File: src/sv/gbn_pkg.sv
package gbn_pkg;

  localparam int unsigned CmdW     = 2;
  localparam int unsigned SeqPortW = 3;
  localparam int unsigned MaskW    = 8;
  localparam int unsigned SeqExtW  = 8;
  localparam int unsigned DataMaxW = 32;

  localparam logic [CmdW-1:0] CMD_PACKET   = 2'd0;
  localparam logic [CmdW-1:0] CMD_FRAME    = 2'd1;
  localparam logic [CmdW-1:0] CMD_CKSUM    = 2'd2;
  localparam logic [CmdW-1:0] CMD_TIMEOUT  = 2'd3;

  typedef enum logic [1:0] {
    OP_SEND,
    OP_RECV,
    OP_NOP,
    OP_REPLAY
  } op_e;

  typedef enum logic [1:0] {
    KIND_DATA    = 2'd0,
    KIND_DELIVER = 2'd1,
    KIND_STATUS  = 2'd2
  } kind_e;

  typedef enum logic [1:0] {
    ST_IDLE,
    ST_ACK,
    ST_REPLAY,
    ST_STATUS
  } state_e;

  typedef struct packed {
    logic                valid;
    op_e                 op;
    logic [SeqPortW-1:0] rx_seq;
    logic [SeqPortW-1:0] rx_ack;
  } head_t;

  // a <= b < c, circularly
  function automatic logic in_window(logic [SeqExtW-1:0] a, logic [SeqExtW-1:0] b,
                                     logic [SeqExtW-1:0] c);
    in_window = ((a <= b) && (b < c)) || ((c < a) && (b < c)) || ((c < a) && (a <= b));
  endfunction

endpackage

File: src/sv/go_back_n_sliding_window.sv
// Channel   Handshake        Payload
// -------   --------------   ---------------------------------------------------------
// event     push / full      cmd_i, payload_in_i, rx_seq_i, rx_ack_i
// result    empty / pop      kind_o, tx_seq_o, tx_ack_o, payload_out_o,
//                            stopped_timers_o, network_enable_o, last_o
//
// Events wait in a two-entry queue; the sequencer takes one event at a time.
// Packet ready or checksum error: a frame if one is sent, then status.
// Frame arrival: n frames acked, one per cycle by the ack walker, then status.
// Timeout: outstanding frames resent from the packet buffer, one per cycle while the result slot is free.
// Async active-low reset empties the queue and the window; the buffer is not cleared.
// A result held by a low pop stalls the sequencer only; events still queue up.
module go_back_n_sliding_window #(
  parameter int unsigned MAX_SEQUENCE = 7,
  parameter int unsigned PACKET_WIDTH = 32
) (
  input  logic                          clk_i,
  input  logic                          rst_ni,
  input  logic                          push,
  output logic                          full,
  input  logic [gbn_pkg::CmdW-1:0]      cmd_i,
  input  logic [PACKET_WIDTH-1:0]       payload_in_i,
  input  logic [gbn_pkg::SeqPortW-1:0]  rx_seq_i,
  input  logic [gbn_pkg::SeqPortW-1:0]  rx_ack_i,
  output logic                          empty,
  input  logic                          pop,
  output logic [1:0]                    kind_o,
  output logic [gbn_pkg::SeqPortW-1:0]  tx_seq_o,
  output logic [gbn_pkg::SeqPortW-1:0]  tx_ack_o,
  output logic [PACKET_WIDTH-1:0]       payload_out_o,
  output logic [gbn_pkg::MaskW-1:0]     stopped_timers_o,
  output logic                          network_enable_o,
  output logic                          last_o
);
  import gbn_pkg::*;

  head_t                   head;
  logic [PACKET_WIDTH-1:0] head_payload;
  logic                    take;
  kind_e                   kind;

  gbn_front #(
    .PacketW (PACKET_WIDTH)
  ) u_front (
    .clk_i          (clk_i),
    .rst_ni         (rst_ni),
    .push_i         (push),
    .full_o         (full),
    .cmd_i          (cmd_i),
    .payload_i      (payload_in_i),
    .rx_seq_i       (rx_seq_i),
    .rx_ack_i       (rx_ack_i),
    .head_o         (head),
    .head_payload_o (head_payload),
    .take_i         (take)
  );

  gbn_back #(
    .MaxSeq  (MAX_SEQUENCE),
    .PacketW (PACKET_WIDTH)
  ) u_back (
    .clk_i            (clk_i),
    .rst_ni           (rst_ni),
    .head_i           (head),
    .head_payload_i   (head_payload),
    .take_o           (take),
    .empty_o          (empty),
    .pop_i            (pop),
    .kind_o           (kind),
    .tx_seq_o         (tx_seq_o),
    .tx_ack_o         (tx_ack_o),
    .payload_o        (payload_out_o),
    .stopped_o        (stopped_timers_o),
    .network_enable_o (network_enable_o),
    .last_o           (last_o)
  );

  assign kind_o = kind;

endmodule

File: src/sv/gbn_front.sv
module gbn_front #(
  parameter int unsigned PacketW = 32
) (
  input  logic                          clk_i,
  input  logic                          rst_ni,
  input  logic                          push_i,
  output logic                          full_o,
  input  logic [gbn_pkg::CmdW-1:0]      cmd_i,
  input  logic [PacketW-1:0]            payload_i,
  input  logic [gbn_pkg::SeqPortW-1:0]  rx_seq_i,
  input  logic [gbn_pkg::SeqPortW-1:0]  rx_ack_i,
  output gbn_pkg::head_t                head_o,
  output logic [PacketW-1:0]            head_payload_o,
  input  logic                          take_i
);
  import gbn_pkg::*;

  localparam int unsigned Depth = 2;

  op_e                 op_q      [Depth];
  logic [PacketW-1:0]  payload_q [Depth];
  logic [SeqPortW-1:0] seq_q     [Depth];
  logic [SeqPortW-1:0] ack_q     [Depth];
  logic                wr_ptr_q, wr_ptr_d;
  logic                rd_ptr_q, rd_ptr_d;
  logic [1:0]          count_q, count_d;
  logic                wr_en, rd_en;
  op_e                 op_class;

  always_comb begin
    unique case (cmd_i)
      CMD_PACKET:  op_class = OP_SEND;
      CMD_FRAME:   op_class = OP_RECV;
      CMD_CKSUM:   op_class = OP_NOP;
      CMD_TIMEOUT: op_class = OP_REPLAY;
      default:     op_class = OP_NOP;
    endcase
  end

  assign full_o = (count_q == 2'(Depth));
  assign wr_en  = push_i && !full_o;
  assign rd_en  = take_i && (count_q != 2'd0);

  always_comb begin
    wr_ptr_d = wr_en ? ~wr_ptr_q : wr_ptr_q;
    rd_ptr_d = rd_en ? ~rd_ptr_q : rd_ptr_q;
    count_d  = count_q + 2'(wr_en) - 2'(rd_en);
  end

  always_ff @(posedge clk_i or negedge rst_ni) begin
    if (!rst_ni) begin
      wr_ptr_q <= 1'b0;
      rd_ptr_q <= 1'b0;
      count_q  <= 2'd0;
    end else begin
      wr_ptr_q <= wr_ptr_d;
      rd_ptr_q <= rd_ptr_d;
      count_q  <= count_d;
    end
  end

  always_ff @(posedge clk_i) begin
    if (wr_en) begin
      op_q[wr_ptr_q]      <= op_class;
      payload_q[wr_ptr_q] <= payload_i;
      seq_q[wr_ptr_q]     <= rx_seq_i;
      ack_q[wr_ptr_q]     <= rx_ack_i;
    end
  end

  always_comb begin
    head_o.valid   = (count_q != 2'd0);
    head_o.op      = op_q[rd_ptr_q];
    head_o.rx_seq  = seq_q[rd_ptr_q];
    head_o.rx_ack  = ack_q[rd_ptr_q];
    head_payload_o = payload_q[rd_ptr_q];
  end

endmodule

File: src/sv/gbn_back.sv
module gbn_back #(
  parameter int unsigned MaxSeq  = 7,
  parameter int unsigned PacketW = 32
) (
  input  logic                          clk_i,
  input  logic                          rst_ni,
  input  gbn_pkg::head_t                head_i,
  input  logic [PacketW-1:0]            head_payload_i,
  output logic                          take_o,
  output logic                          empty_o,
  input  logic                          pop_i,
  output gbn_pkg::kind_e                kind_o,
  output logic [gbn_pkg::SeqPortW-1:0]  tx_seq_o,
  output logic [gbn_pkg::SeqPortW-1:0]  tx_ack_o,
  output logic [PacketW-1:0]            payload_o,
  output logic [gbn_pkg::MaskW-1:0]     stopped_o,
  output logic                          network_enable_o,
  output logic                          last_o
);
  import gbn_pkg::*;

  localparam int unsigned SeqW  = (MaxSeq < 2) ? 1 : $clog2(MaxSeq + 1);
  localparam int unsigned Depth = MaxSeq + 1;
  localparam int unsigned DataW = (PacketW < DataMaxW) ? PacketW : DataMaxW;
  localparam logic [SeqW-1:0] MaxSeqV = SeqW'(MaxSeq);

  function automatic logic [SeqW-1:0] seq_inc(logic [SeqW-1:0] s);
    seq_inc = (s == MaxSeqV) ? '0 : s + 1'b1;
  endfunction

  state_e              state_q, state_d;
  logic [SeqW-1:0]     nts_q, nts_d;
  logic [SeqW-1:0]     oldest_q, oldest_d;
  logic [SeqW-1:0]     expected_q, expected_d;
  logic [SeqW-1:0]     outstanding_q, outstanding_d;
  logic [SeqW-1:0]     cnt_q, cnt_d;
  logic [SeqPortW-1:0] rack_q, rack_d;
  logic [MaskW-1:0]    stopped_q, stopped_d;
  logic [DataW-1:0]    store [Depth];
  logic [DataW-1:0]    rd_data_q;
  logic [SeqW-1:0]     rd_addr;
  logic                store_we;

  logic                out_valid_q;
  kind_e               kind_q;
  logic [SeqPortW-1:0] tx_seq_q, tx_ack_q;
  logic [DataW-1:0]    payload_q;
  logic [MaskW-1:0]    stopped_out_q;
  logic                ne_q, last_q;

  logic                emit;
  kind_e               e_kind;
  logic [SeqW-1:0]     e_seq;
  logic [DataW-1:0]    e_payload;
  logic                slot_free, win_full, deliver, slide, take;
  logic [SeqW-1:0]     ack_val;
  logic [SeqExtW-1:0]  oldest_ext;
  logic [MaskW-1:0]    oldest_bit;

  assign slot_free = !out_valid_q || pop_i;
  assign win_full  = (outstanding_q >= MaxSeqV);
  assign deliver   = (SeqExtW'(head_i.rx_seq) == SeqExtW'(expected_q));
  assign slide     = (outstanding_q != '0) &&
                     in_window(SeqExtW'(oldest_q), SeqExtW'(rack_q), SeqExtW'(nts_q));
  assign ack_val   = (expected_q == '0) ? MaxSeqV : expected_q - 1'b1;
  assign oldest_ext = SeqExtW'(oldest_q);
  assign oldest_bit = (oldest_ext < SeqExtW'(MaskW)) ? (MaskW'(1) << oldest_ext[2:0]) : '0;

  always_comb begin
    take = 1'b0;
    if (state_q == ST_IDLE && head_i.valid) begin
      unique case (head_i.op)
        OP_SEND:   take = win_full || slot_free;
        OP_RECV:   take = !deliver || slot_free;
        OP_NOP:    take = 1'b1;
        OP_REPLAY: take = 1'b1;
        default:   take = 1'b0;
      endcase
    end
  end

  assign take_o = take;

  always_comb begin
    state_d = state_q;
    unique case (state_q)
      ST_IDLE: begin
        if (take) begin
          unique case (head_i.op)
            OP_RECV:   state_d = ST_ACK;
            OP_REPLAY: state_d = (outstanding_q == '0) ? ST_STATUS : ST_REPLAY;
            default:   state_d = ST_STATUS;
          endcase
        end
      end
      ST_ACK:    state_d = slide ? ST_ACK : ST_STATUS;
      ST_REPLAY: begin
        if (slot_free && (cnt_q == outstanding_q - 1'b1)) begin
          state_d = ST_STATUS;
        end
      end
      ST_STATUS: state_d = slot_free ? ST_IDLE : ST_STATUS;
      default:   state_d = ST_IDLE;
    endcase
  end

  always_comb begin
    nts_d         = nts_q;
    oldest_d      = oldest_q;
    expected_d    = expected_q;
    outstanding_d = outstanding_q;
    cnt_d         = cnt_q;
    rack_d        = rack_q;
    stopped_d     = stopped_q;
    rd_addr       = nts_q;
    store_we      = 1'b0;
    emit          = 1'b0;
    e_kind        = KIND_STATUS;
    e_seq         = '0;
    e_payload     = '0;
    unique case (state_q)
      ST_IDLE: begin
        if (take) begin
          unique case (head_i.op)
            OP_SEND: begin
              if (!win_full) begin
                store_we      = 1'b1;
                emit          = 1'b1;
                e_kind        = KIND_DATA;
                e_seq         = nts_q;
                e_payload     = DataW'(head_payload_i);
                nts_d         = seq_inc(nts_q);
                outstanding_d = outstanding_q + 1'b1;
              end
            end
            OP_RECV: begin
              rack_d = head_i.rx_ack;
              if (deliver) begin
                emit       = 1'b1;
                e_kind     = KIND_DELIVER;
                e_payload  = DataW'(head_payload_i);
                expected_d = seq_inc(expected_q);
              end
            end
            OP_REPLAY: begin
              nts_d   = oldest_q;
              cnt_d   = '0;
              rd_addr = oldest_q;
            end
            default: ;
          endcase
        end
      end
      ST_ACK: begin
        if (slide) begin
          stopped_d     = stopped_q | oldest_bit;
          oldest_d      = seq_inc(oldest_q);
          outstanding_d = outstanding_q - 1'b1;
        end
      end
      ST_REPLAY: begin
        if (slot_free) begin
          emit      = 1'b1;
          e_kind    = KIND_DATA;
          e_seq     = nts_q;
          e_payload = rd_data_q;
          nts_d     = seq_inc(nts_q);
          cnt_d     = cnt_q + 1'b1;
          rd_addr   = seq_inc(nts_q);
        end
      end
      ST_STATUS: begin
        if (slot_free) begin
          emit      = 1'b1;
          e_kind    = KIND_STATUS;
          stopped_d = '0;
        end
      end
      default: ;
    endcase
  end

  always_ff @(posedge clk_i or negedge rst_ni) begin
    if (!rst_ni) begin
      state_q       <= ST_IDLE;
      nts_q         <= '0;
      oldest_q      <= '0;
      expected_q    <= '0;
      outstanding_q <= '0;
      cnt_q         <= '0;
      rack_q        <= '0;
      stopped_q     <= '0;
      out_valid_q   <= 1'b0;
    end else begin
      state_q       <= state_d;
      nts_q         <= nts_d;
      oldest_q      <= oldest_d;
      expected_q    <= expected_d;
      outstanding_q <= outstanding_d;
      cnt_q         <= cnt_d;
      rack_q        <= rack_d;
      stopped_q     <= stopped_d;
      if (emit) begin
        out_valid_q <= 1'b1;
      end else if (pop_i) begin
        out_valid_q <= 1'b0;
      end
    end
  end

  always_ff @(posedge clk_i) begin
    if (emit) begin
      kind_q        <= e_kind;
      payload_q     <= e_payload;
      tx_seq_q      <= (e_kind == KIND_DATA) ? SeqPortW'(SeqExtW'(e_seq)) : '0;
      tx_ack_q      <= (e_kind == KIND_DATA) ? SeqPortW'(SeqExtW'(ack_val)) : '0;
      stopped_out_q <= (e_kind == KIND_STATUS) ? stopped_q : '0;
      ne_q          <= (e_kind == KIND_STATUS) && (outstanding_q < MaxSeqV);
      last_q        <= (e_kind == KIND_STATUS);
    end
  end

  always_ff @(posedge clk_i) begin
    if (store_we) begin
      store[nts_q] <= DataW'(head_payload_i);
    end
    rd_data_q <= store[rd_addr];
  end

  assign empty_o          = !out_valid_q;
  assign kind_o           = kind_q;
  assign tx_seq_o         = tx_seq_q;
  assign tx_ack_o         = tx_ack_q;
  assign payload_o        = PacketW'(payload_q);
  assign stopped_o        = stopped_out_q;
  assign network_enable_o = ne_q;
  assign last_o           = last_q;

endmodule

File: config.mk
export PLATFORM = sky130hd
export DESIGN_NAME = go_back_n_sliding_window
export DESIGN_NICKNAME = d
export VERILOG_FILES = /design/src/sv/gbn_pkg.sv /design/src/sv/go_back_n_sliding_window.sv /design/src/sv/gbn_front.sv /design/src/sv/gbn_back.sv
export SDC_FILE = /design/constraint.sdc
export NUM_CORES = 1
export LEC_CHECK = 0
export BUFFER_PORTS_ARGS = -buffer_cell sky130_fd_sc_hd__buf_2
export CORE_MARGIN = 4
export CORE_UTILIZATION = 24
export CTS_BUF_LIST = sky130_fd_sc_hd__clkbuf_2
export DETAILED_ROUTE_END_ITERATION = 10
export GPL_ROUTABILITY_DRIVEN = 0
export PLACE_DENSITY = 0.34
export SYNTH_ARGS = -nofsm -noshare
export SYNTH_HDL_FRONTEND = slang
export SYNTH_HIERARCHICAL = 1
export SYNTH_SLANG_ARGS = --single-unit
File: constraint.sdc
create_clock -name clk_i -period 5.8 [get_ports clk_i]
set_input_delay 0.29 -clock clk_i [delete_from_list [all_inputs] [get_ports clk_i]]
set_output_delay 0.29 -clock clk_i [all_outputs]
set_load 0.1 [all_outputs]
==> Word-level counts from Yosys, hierarchy flattened <==
Memories as Yosys holds them, arrays and structs flattened. A register that Yosys moved wholly into a read port is not among the register bits.
Index checks and enable logic that the tools add are counted.
{ "classes": {"addsub": 9, "magnitude_cmp": 6, "eq_ne": 26, "shift": 1, "muxes": 67, "n_bitwise": 3, "reduce_logical": 40} }
{ "op_table": {"columns": ["operator", "count"], "rows": [
  ["32-bit 2-to-1 mux", 4],
  ["32-bit case mux with 2 select lines", 2],
  ["3-bit 2-to-1 mux", 20],
  ["3-bit case mux with 2 select lines", 6],
  ["8-bit 2-to-1 mux", 3],
  ["2-bit equality test (second input constant)", 8],
  ["2-bit 2-to-1 mux", 8],
  ["2-bit case mux with 4 select lines", 2],
  ["8-bit case mux with 2 select lines", 1],
  ["3-bit by 1-bit adder with 3-bit output (second input constant)", 5],
  ["1-bit 2-to-1 mux", 15],
  ["2-bit case mux with 2 select lines", 3],
  ["4-bit AND reduction", 3],
  ["2-bit nonzero test", 5],
  ["3-bit equality test (second input constant)", 3],
  ["1-bit logical AND", 9],
  ["2-bit zero test", 4],
  ["2-bit by 1-bit inequality test with 1-bit output (second input constant)", 4],
  ["2-bit inequality test (second input constant)", 4],
  ["8-bit bitwise OR", 1],
  ["1-bit by 3-bit left shift with 8-bit output (first input constant)", 1],
  ["2-bit by 1-bit equality test with 1-bit output (second input constant)", 3],
  ["3-bit equality test", 2],
  ["3-bit zero test", 2],
  ["19 further kinds", 34]
]} }
{ "word_totals": {"ff_bits": 80, "ramBits": 336, "input_bits": 44, "out_inout_bits": 52, "word_cells": 175, "memories": 5} }
{ "mem_list": {"columns": ["memory", "depth", "word_bits", "rd", "rd_clocked_by_memory_dff", "wr", "line", "text"], "rows": [
  ["u_back.store", 8, 32, 1, 1, 1, "gbn_back.sv:39", "logic [DataW-1:0] store [Depth];"],
  ["u_front.payload_q", 2, 32, 1, 0, 1, "gbn_front.sv:21", "logic [PacketW-1:0] payload_q [Depth];"],
  ["u_front.ack_q", 2, 3, 1, 1, 1, "gbn_front.sv:23", "logic [SeqPortW-1:0] ack_q [Depth];"],
  ["u_front.seq_q", 2, 3, 1, 0, 1, "gbn_front.sv:22", "logic [SeqPortW-1:0] seq_q [Depth];"],
  ["u_front.op_q", 2, 2, 1, 0, 1, "gbn_front.sv:20", "op_e op_q [Depth];"]
]} }

==> Logic depth before layout (Yosys ltp) <==
Gate-level depths: netlist (run 1).
An unclocked memory read counts as a cell.
{ "logic_depth": {"depth_word": 10, "depth_mapped": 12, "ltp_nobuf": 11} }

==> Modules after synthesis <==
The synthesis (run 1) kept the hierarchy.
{ "modules_own_cells": {"columns": ["mod", "n_inst", "cells_per_inst", "area_per_inst_um2", "seq_area_each_um2"], "rows": [
  ["gbn_back", 1, 1067, 15905.3, 10555.1],
  ["gbn_front", 1, 145, 3268.1, 2502.4]
]} }

==> Least setup slack after synthesis (run 1) <==
No wires, ideal clock.
{ "synth_path": {"kind": "flip-flop to flip-flop", "start": "register u_front.rd_ptr_q", "end": "memory u_back/store[4][0] (netlist bit), enable pin", "setup_ns": 0.461, "arrival_time_ns": 3.921, "required_time_ns": 5.339, "setup_slack_ns": 1.418, "stages_incl_launch_ff": 9, "path_buffers": 2, "period_less_slack_ns": 4.382, "path_cell_list": "dfrtp_1 > buf_6 > buf_6 > mux2_4 > a311o_1 > nor2_1 > and3_1 > nand2_1 > nor3_1"} }
{ "synth_lines": {"columns": ["item", "line", "text"], "rows": [
  ["start, declared", "gbn_front.sv:25", "logic rd_ptr_q, rd_ptr_d;"],
  ["start signal, assigned", "gbn_front.sv:57", "rd_ptr_q <= rd_ptr_d;"],
  ["end, declared", "gbn_back.sv:39", null]
]} }

==> reports/metrics.cfg, run 1 <==
[timing]
relSlewSlack_pct = 33.0
period_needed_ps = 3860
worst_slew_pin_slew_ps = 1010
setup_violations = 0
rsz0062_at_grt = false
fin_ws_ps = 1940
slew_violations = 0
hold_viol = 0
finalCritPeriodShare_pct = 66.5
finClkSkew_ps = 88.3
fmax_ghz = 0.259
holdWs_ps = 350
final.setup.tns_ps = 0

[cells_and_area]
fin_nets = 1518
syn2layout_area_growth_pct = 19.0
final_layout_size_suffix_gt1_share_pct = 28.0

[floorplanning]
start_util_pct = 24.2
core_um2 = 79100
dieHeight_um = 291
die-area_um2 = 84500
rows = 103
io_pins = 96
dieWidth_um = 291

[setup_path]
critical_path.endpoint_type = register
crit_required_ps = 6910
start_kind = register
crit_type = reg -> reg
cp.arrival_ps = 4960
worst-path-max-fanout = 55

[job]
drv_cap = 0

[clocking]
hold_buffers = 87
insertion_delay_ps = 1210
postCtsResizedCells = 0
numCtsBuffers = 131
cts_setup_buffers = 0
htree_levels = 4
clock-sinks = 451
cts_buffer_depth = 3
cts_tree = done
ctsRootBufferMaster = clkbuf_2
clk_pin_slew_worst_paths_ps = 100

[grt]
grt_remaining_overflow = 0
grt_max_degree = 97
antenna_found_initial = 1
grt_use_total_pct = 13.8
grt_pass1_wl_um = 87300
first_global_vias = 13019

[synth]
syn_area_per_cell_um2 = 15.8
syn_nets = 1282
ys_seq_elements = 451
syn_area_um2 = 19200
yosys_most_used_dff = edfxtp_1
netlist_instances = 1212
synth_cell_types = 68
ys_seq_area_share_pct = 68.1
synth-edff-count = 386
async_reset_ff_share_pct = 7.32
yosys_warnings = 6

[drt]
drc = 0
ant_nets = 0
drt_iter0_markers = 559
drt_pass1_iterations = 6
vias = 12173
via_per_inst = 4.68
wl_um = 58300
routedWlPerCell_um = 22.4

[hold_path]
hp-class = in -> reg

[power_and_ir_drop]
vdd_drop_max_uv = 355
p_leak_nw = 8.21
p_per_area_nw_per_um2 = 616

[placed_design]
dpl.hpwl_um = 30500
dp_slack_ps = 1970
port_buffers = 95

[outcome]
outcome = complete, no violations

-- metrics by stage --
step	cells	cell area, um2	total power (W)	utilization (%)
6_report	2601	22800	0.0141	28.8
5_1_grt	2601	22800	0.0150	28.8
4_1_cts	2600	22800	0.0144	28.8
3_5_place_dp	2278	20700	0.0118	26.2
3_3_place_gp	2278	20700	0.0118	26.2
2_1_floorplan	1212	19200	0.00987	-
-- cells in the mapped netlist, types with 32 or more instances --
cell      count  area, um2
dfxtp_1      32        641
o31ai_1      32        240
clkbuf_1     55        206
nand4_1      33        206
o211ai_1     66        495
dfrtp_1      33        826
a211o_1      32        280
mux2i_1      32        320
mux2_4       39        586
and4_1       65        569
o31a_1       64        561
a22o_1       32        280
edfxtp_1    386      11600
-- worst max-delay path, cell delays in order (launching register included) --
cell	delay (ps)
dfrtp_2	550
mux2_2	390
xor2_1	190
o41ai_1	710
and4_4	860
buf_4	440
o31ai_1	130
a211o_1	330
o2111ai_1	90
-- final timing paths --
check	endpoint	from	slack [ps]	cells after the start
max reg2reg	u_back/rd_data_q[24]$_DFF_P_	u_front/rd_ptr_q$_DFFE_PN0P_	1940	8
min	u_front/ack_q[0][2]$_DFFE_PP_	rx_ack_i[2]	350	3
max	u_back/rd_data_q[24]$_DFF_P_	u_front/rd_ptr_q$_DFFE_PN0P_	1940	8
min reg2reg	u_back/stopped_q[2]$_DFFE_PN0P_	u_back/stopped_q[2]$_DFFE_PN0P_	490	1
max in group asynchronous	u_back/cnt_q[0]$_DFFE_PN0P_	rst_ni	4900	5
min in group asynchronous	u_back/outstanding_q[0]$_DFFE_PN0P_	rst_ni	660	5
-- placed cells by master (no fill, tap or decap), types with 5 or more instances in the layout --
cell           count
o211ai_1          66
mux2_4            39
o2111ai_1         16
and2_1            10
xor2_1             9
a32o_1             6
a22oi_1            7
clkbuf_2         201
nand2b_1          10
o31ai_1           32
buf_4             28
nor2_1            17
inv_1             18
nand2_1           20
nand4_1           33
o21ai_0           13
o2111ai_2         16
and4_1            64
mux2_2             8
a21oi_1           14
mux2i_1           32
edfxtp_1         386
o31a_1            64
nor2_4             7
clkinv_1          21
ha_1              26
buf_2             95
a211o_1           32
dlygate4sd3_1     86
inv_2              5
dfrtp_1           32
a22o_1            32
xnor2_1            5
dfxtp_1           32
-- where the power goes --
part,internal (W),switching [W]
clock,0.00105,0.00141
combinational,0.00196,0.00484
sequential,0.00447,0.000327
total,0.00749,0.00657
-- cell families (layout without fill, tap and decap cells) --
group	after synthesis	in the layout	share of synthesized area, %
muxes	79	79	5.19
DFF	451	451	68.1
and+or+nand+nor	192	192	6.63
adders and majority gates	27	27	1.75
AOI/OAI and AO/OA	322	322	14.1
xor gates and xnor gates	14	14	0.640
buffers and inverters	127	465	3.57
other	0	1	0
-- layout make-up --
cell class / instances / area [um2]
Antenna cell: 1 / 2.50
Tap cell: 1050 / 1310
Clock inverter: 34 / 218
Inverter: 18 / 67.6
Sequential cell: 451 / 13100
Fill cell: 8125 / 56300
Multi-Input combinational cell: 634 / 5540
Clock buffer: 201 / 1010
Timing Repair Buffer: 212 / 1610
-- sequential cells by signal, summed over array words and instances (netlist names), 2 cells and up --
signal,cells
u_back/nts_q,3
u_back/expected_q,3
u_back/tx_seq_o,3
u_back/oldest_q,3
u_back/store,256
u_back/tx_ack_o,3
u_back/stopped_o,8
u_back/cnt_q,3
u_back/rack_q,3
u_back/rd_data_q,32
u_back/kind_o,2
u_front/count_q,2
u_front/seq_q,6
u_front/op_q,4
u_front/ack_q,6
u_back/stopped_q,8
u_back/outstanding_q,3
u_front/payload_q,64
u_back/state_q,2
u_back/payload_o,32
-- routing by layer --
layer	routed length, um	GRT usage (%)	share of wire, %	vias to the layer above
met5	0	0	0	-
met4	1400	5.36	2.4	0
met3	2350	3.18	4.0	109
met2	27500	22.1	47	290
met1	27000	18.1	46	6247
li1	-	-	-	5527
(Power assumes the default switching activity.)
==> run 2, diff against run 1 <==
==> constraint.sdc (replaced) <==
create_clock -name clk_i -period 3.7 [get_ports clk_i]
set_input_delay 0.185 -clock clk_i [delete_from_list [all_inputs] [get_ports clk_i]]
set_output_delay 0.185 -clock clk_i [all_outputs]
set_load 0.1 [all_outputs]
==> reports/metrics.cfg, run 2 (synthesized netlist as in run 1, its figures left out) <==
[clocking]
htree_levels = 4
cts_tree = done
numCtsBuffers = 135
ctsRootBufferMaster = clkbuf_2
clk_pin_slew_worst_paths_ps = 100
cts_buffer_depth = 3
insertion_delay_ps = 1260
clock-sinks = 451

[floorplanning]
dieWidth_um = 291
rows = 103
core_um2 = 79100
die-area_um2 = 84500
dieHeight_um = 291
io_pins = 96
start_util_pct = 24.2

[placed_design]
dp_slack_ps = 549
dpl.hpwl_um = 31000
dp_cells = 2297
port_buffers = 95
dpl_cell_area_um2 = 21100

[outcome]
outcome = complete, no violations

[drt]
routedWlPerCell_um = 21.9
wl_um = 57900
ant_nets = 0
drt_iter0_markers = 652
via_per_inst = 4.66
drc = 0
drt_pass1_iterations = 5
vias = 12304

[timing]
holdWs_ps = 255
slew_violations = 0
period_needed_ps = 3210
worst_slew_pin_slew_ps = 830
setup_violations = 0
finalCritPeriodShare_pct = 86.8
hold_viol = 0
rsz0062_at_grt = false
fmax_ghz = 0.312
fin_ws_ps = 490
relSlewSlack_pct = 44.7
finClkSkew_ps = 84.3
final.setup.tns_ps = 0

[cells_and_area]
finalNonFillerCells = 2641
final_common_cell = edfxtp_1
final_layout_size_suffix_gt1_share_pct = 28.9
fin_nets = 1551
syn2layout_area_growth_pct = 21.7
regMostFlops = u_back/store
final_cell_mix = edfxtp_1, clkbuf_2, dlygate4sd3_1, buf_2, o211ai_1
n_fill_cell = 8169
largest_registers = u_back/store: 256 flops, u_front/payload_q: 64 flops
largest_reg_flops = 256
fin_area_um2 = 23300

[power_and_ir_drop]
p_leak_nw = 8.46
vdd_drop_max_uv = 802
p_per_area_nw_per_um2 = 967

[hold_path]
hp-class = in -> reg

[setup_path]
critical_path.endpoint_type = register
cp.arrival_ps = 4310
crit_type = reg -> reg
start_kind = register
worst-path-max-fanout = 37
regToRegSetupSlack_ps = 490
crit_required_ps = 4800
critical_path.slowest_cell = dfrtp_4
max_stage_delay_ps = 540
path_cells = mux2_4 -> nand2_1 -> mux2_2 -> o211a_4 -> buf_4 -> o31ai_1 -> a211o_1 -> o2111ai_1

[grt]
first_global_vias = 13339
antenna_found_initial = 1
grt_use_total_pct = 13.6
grt_pass1_wl_um = 86700
grt_remaining_overflow = 0
grt_max_degree = 97

[job]
drv_cap = 0

## run 2: cell types whose count changed in the layout (fill, tap and decap cells not counted), sizes merged
cell,before,now
buf,126,145
bufinv,3,4
clkbuf,201,207
clkinv,24,30
clkinvlp,2,0
dlygate4sd3,86,96
## run 2: path summary, 6_finish.rpt
kind	end	startpoint	depth (start not counted)
max reg2reg	u_back/rd_data_q[25]$_DFF_P_	u_front/rd_ptr_q$_DFFE_PN0P_	8
min	u_front/payload_q[0][29]$_DFFE_PP_	payload_in_i[29]	3
max	u_back/rd_data_q[25]$_DFF_P_	u_front/rd_ptr_q$_DFFE_PN0P_	8
min in group asynchronous	u_back/rack_q[0]$_DFFE_PN0P_	rst_ni	5
min reg2reg	u_back/stopped_q[1]$_DFFE_PN0P_	u_back/stopped_q[1]$_DFFE_PN0P_	1
max in group asynchronous	u_back/nts_q[1]$_DFFE_PN0P_	rst_ni	5
## run 2: through the flow
stage	util [%]	total power, W
floorplan	-	0.0155
global placement	26.6	0.0188
detailed placement	26.6	0.0188
CTS	29.5	0.0230
global route	29.5	0.0241
finish	29.5	0.0225
## run 2: worst max-delay path: cells and delay by family, from the launching register on
family | cells | cell delay (ps)
AO/OA/AOI/OAI | 4 | 1030
multiplexers | 2 | 630
flip-flops | 1 | 540
buffers and inverters | 1 | 530
AND/OR/NAND/NOR | 1 | 280
## run 2: metal layers
layer  global-route usage (%)  up-vias  wire [um]
li1                         -     5609          -
met1                     17.3     6212      26100
met2                     22.0      355      27000
met3                     3.52      128       2980
met4                     5.75        0       1780
met5                        0        -          0
## run 2: where the power goes
part	switching, W	internal, W	total, W	leakage, nW
Clock	0.00221	0.00176	0.00397	0.992
Combinational	0.00775	0.00338	0.0111	3.26
Sequential	0.000433	0.00701	0.00744	4.21
Total	0.0104	0.0122	0.0225	8.46
## run 2: layout make-up
| class | count | area, um2 | area share (%) |
|---|---|---|---|
| Inverter | 18 | 67.6 | 0.290 |
| Sequential cell | 451 | 13100 | 56.0 |
| Clock buffer | 207 | 1040 | 4.44 |
| Tap cell | 1050 | 1310 | 5.63 |
| Clock inverter | 39 | 255 | 1.09 |
| Antenna cell | 1 | 2.50 | 0.0107 |
| Timing Repair Buffer | 241 | 2020 | 8.68 |
| Multi-Input combinational cell | 634 | 5570 | 23.9 |
## run 2: timing repair
item	CTS	global route
buffers inserted	0	0
hold buffers	97	0
hold endpoints to repair	208	0
resized for setup	0	0
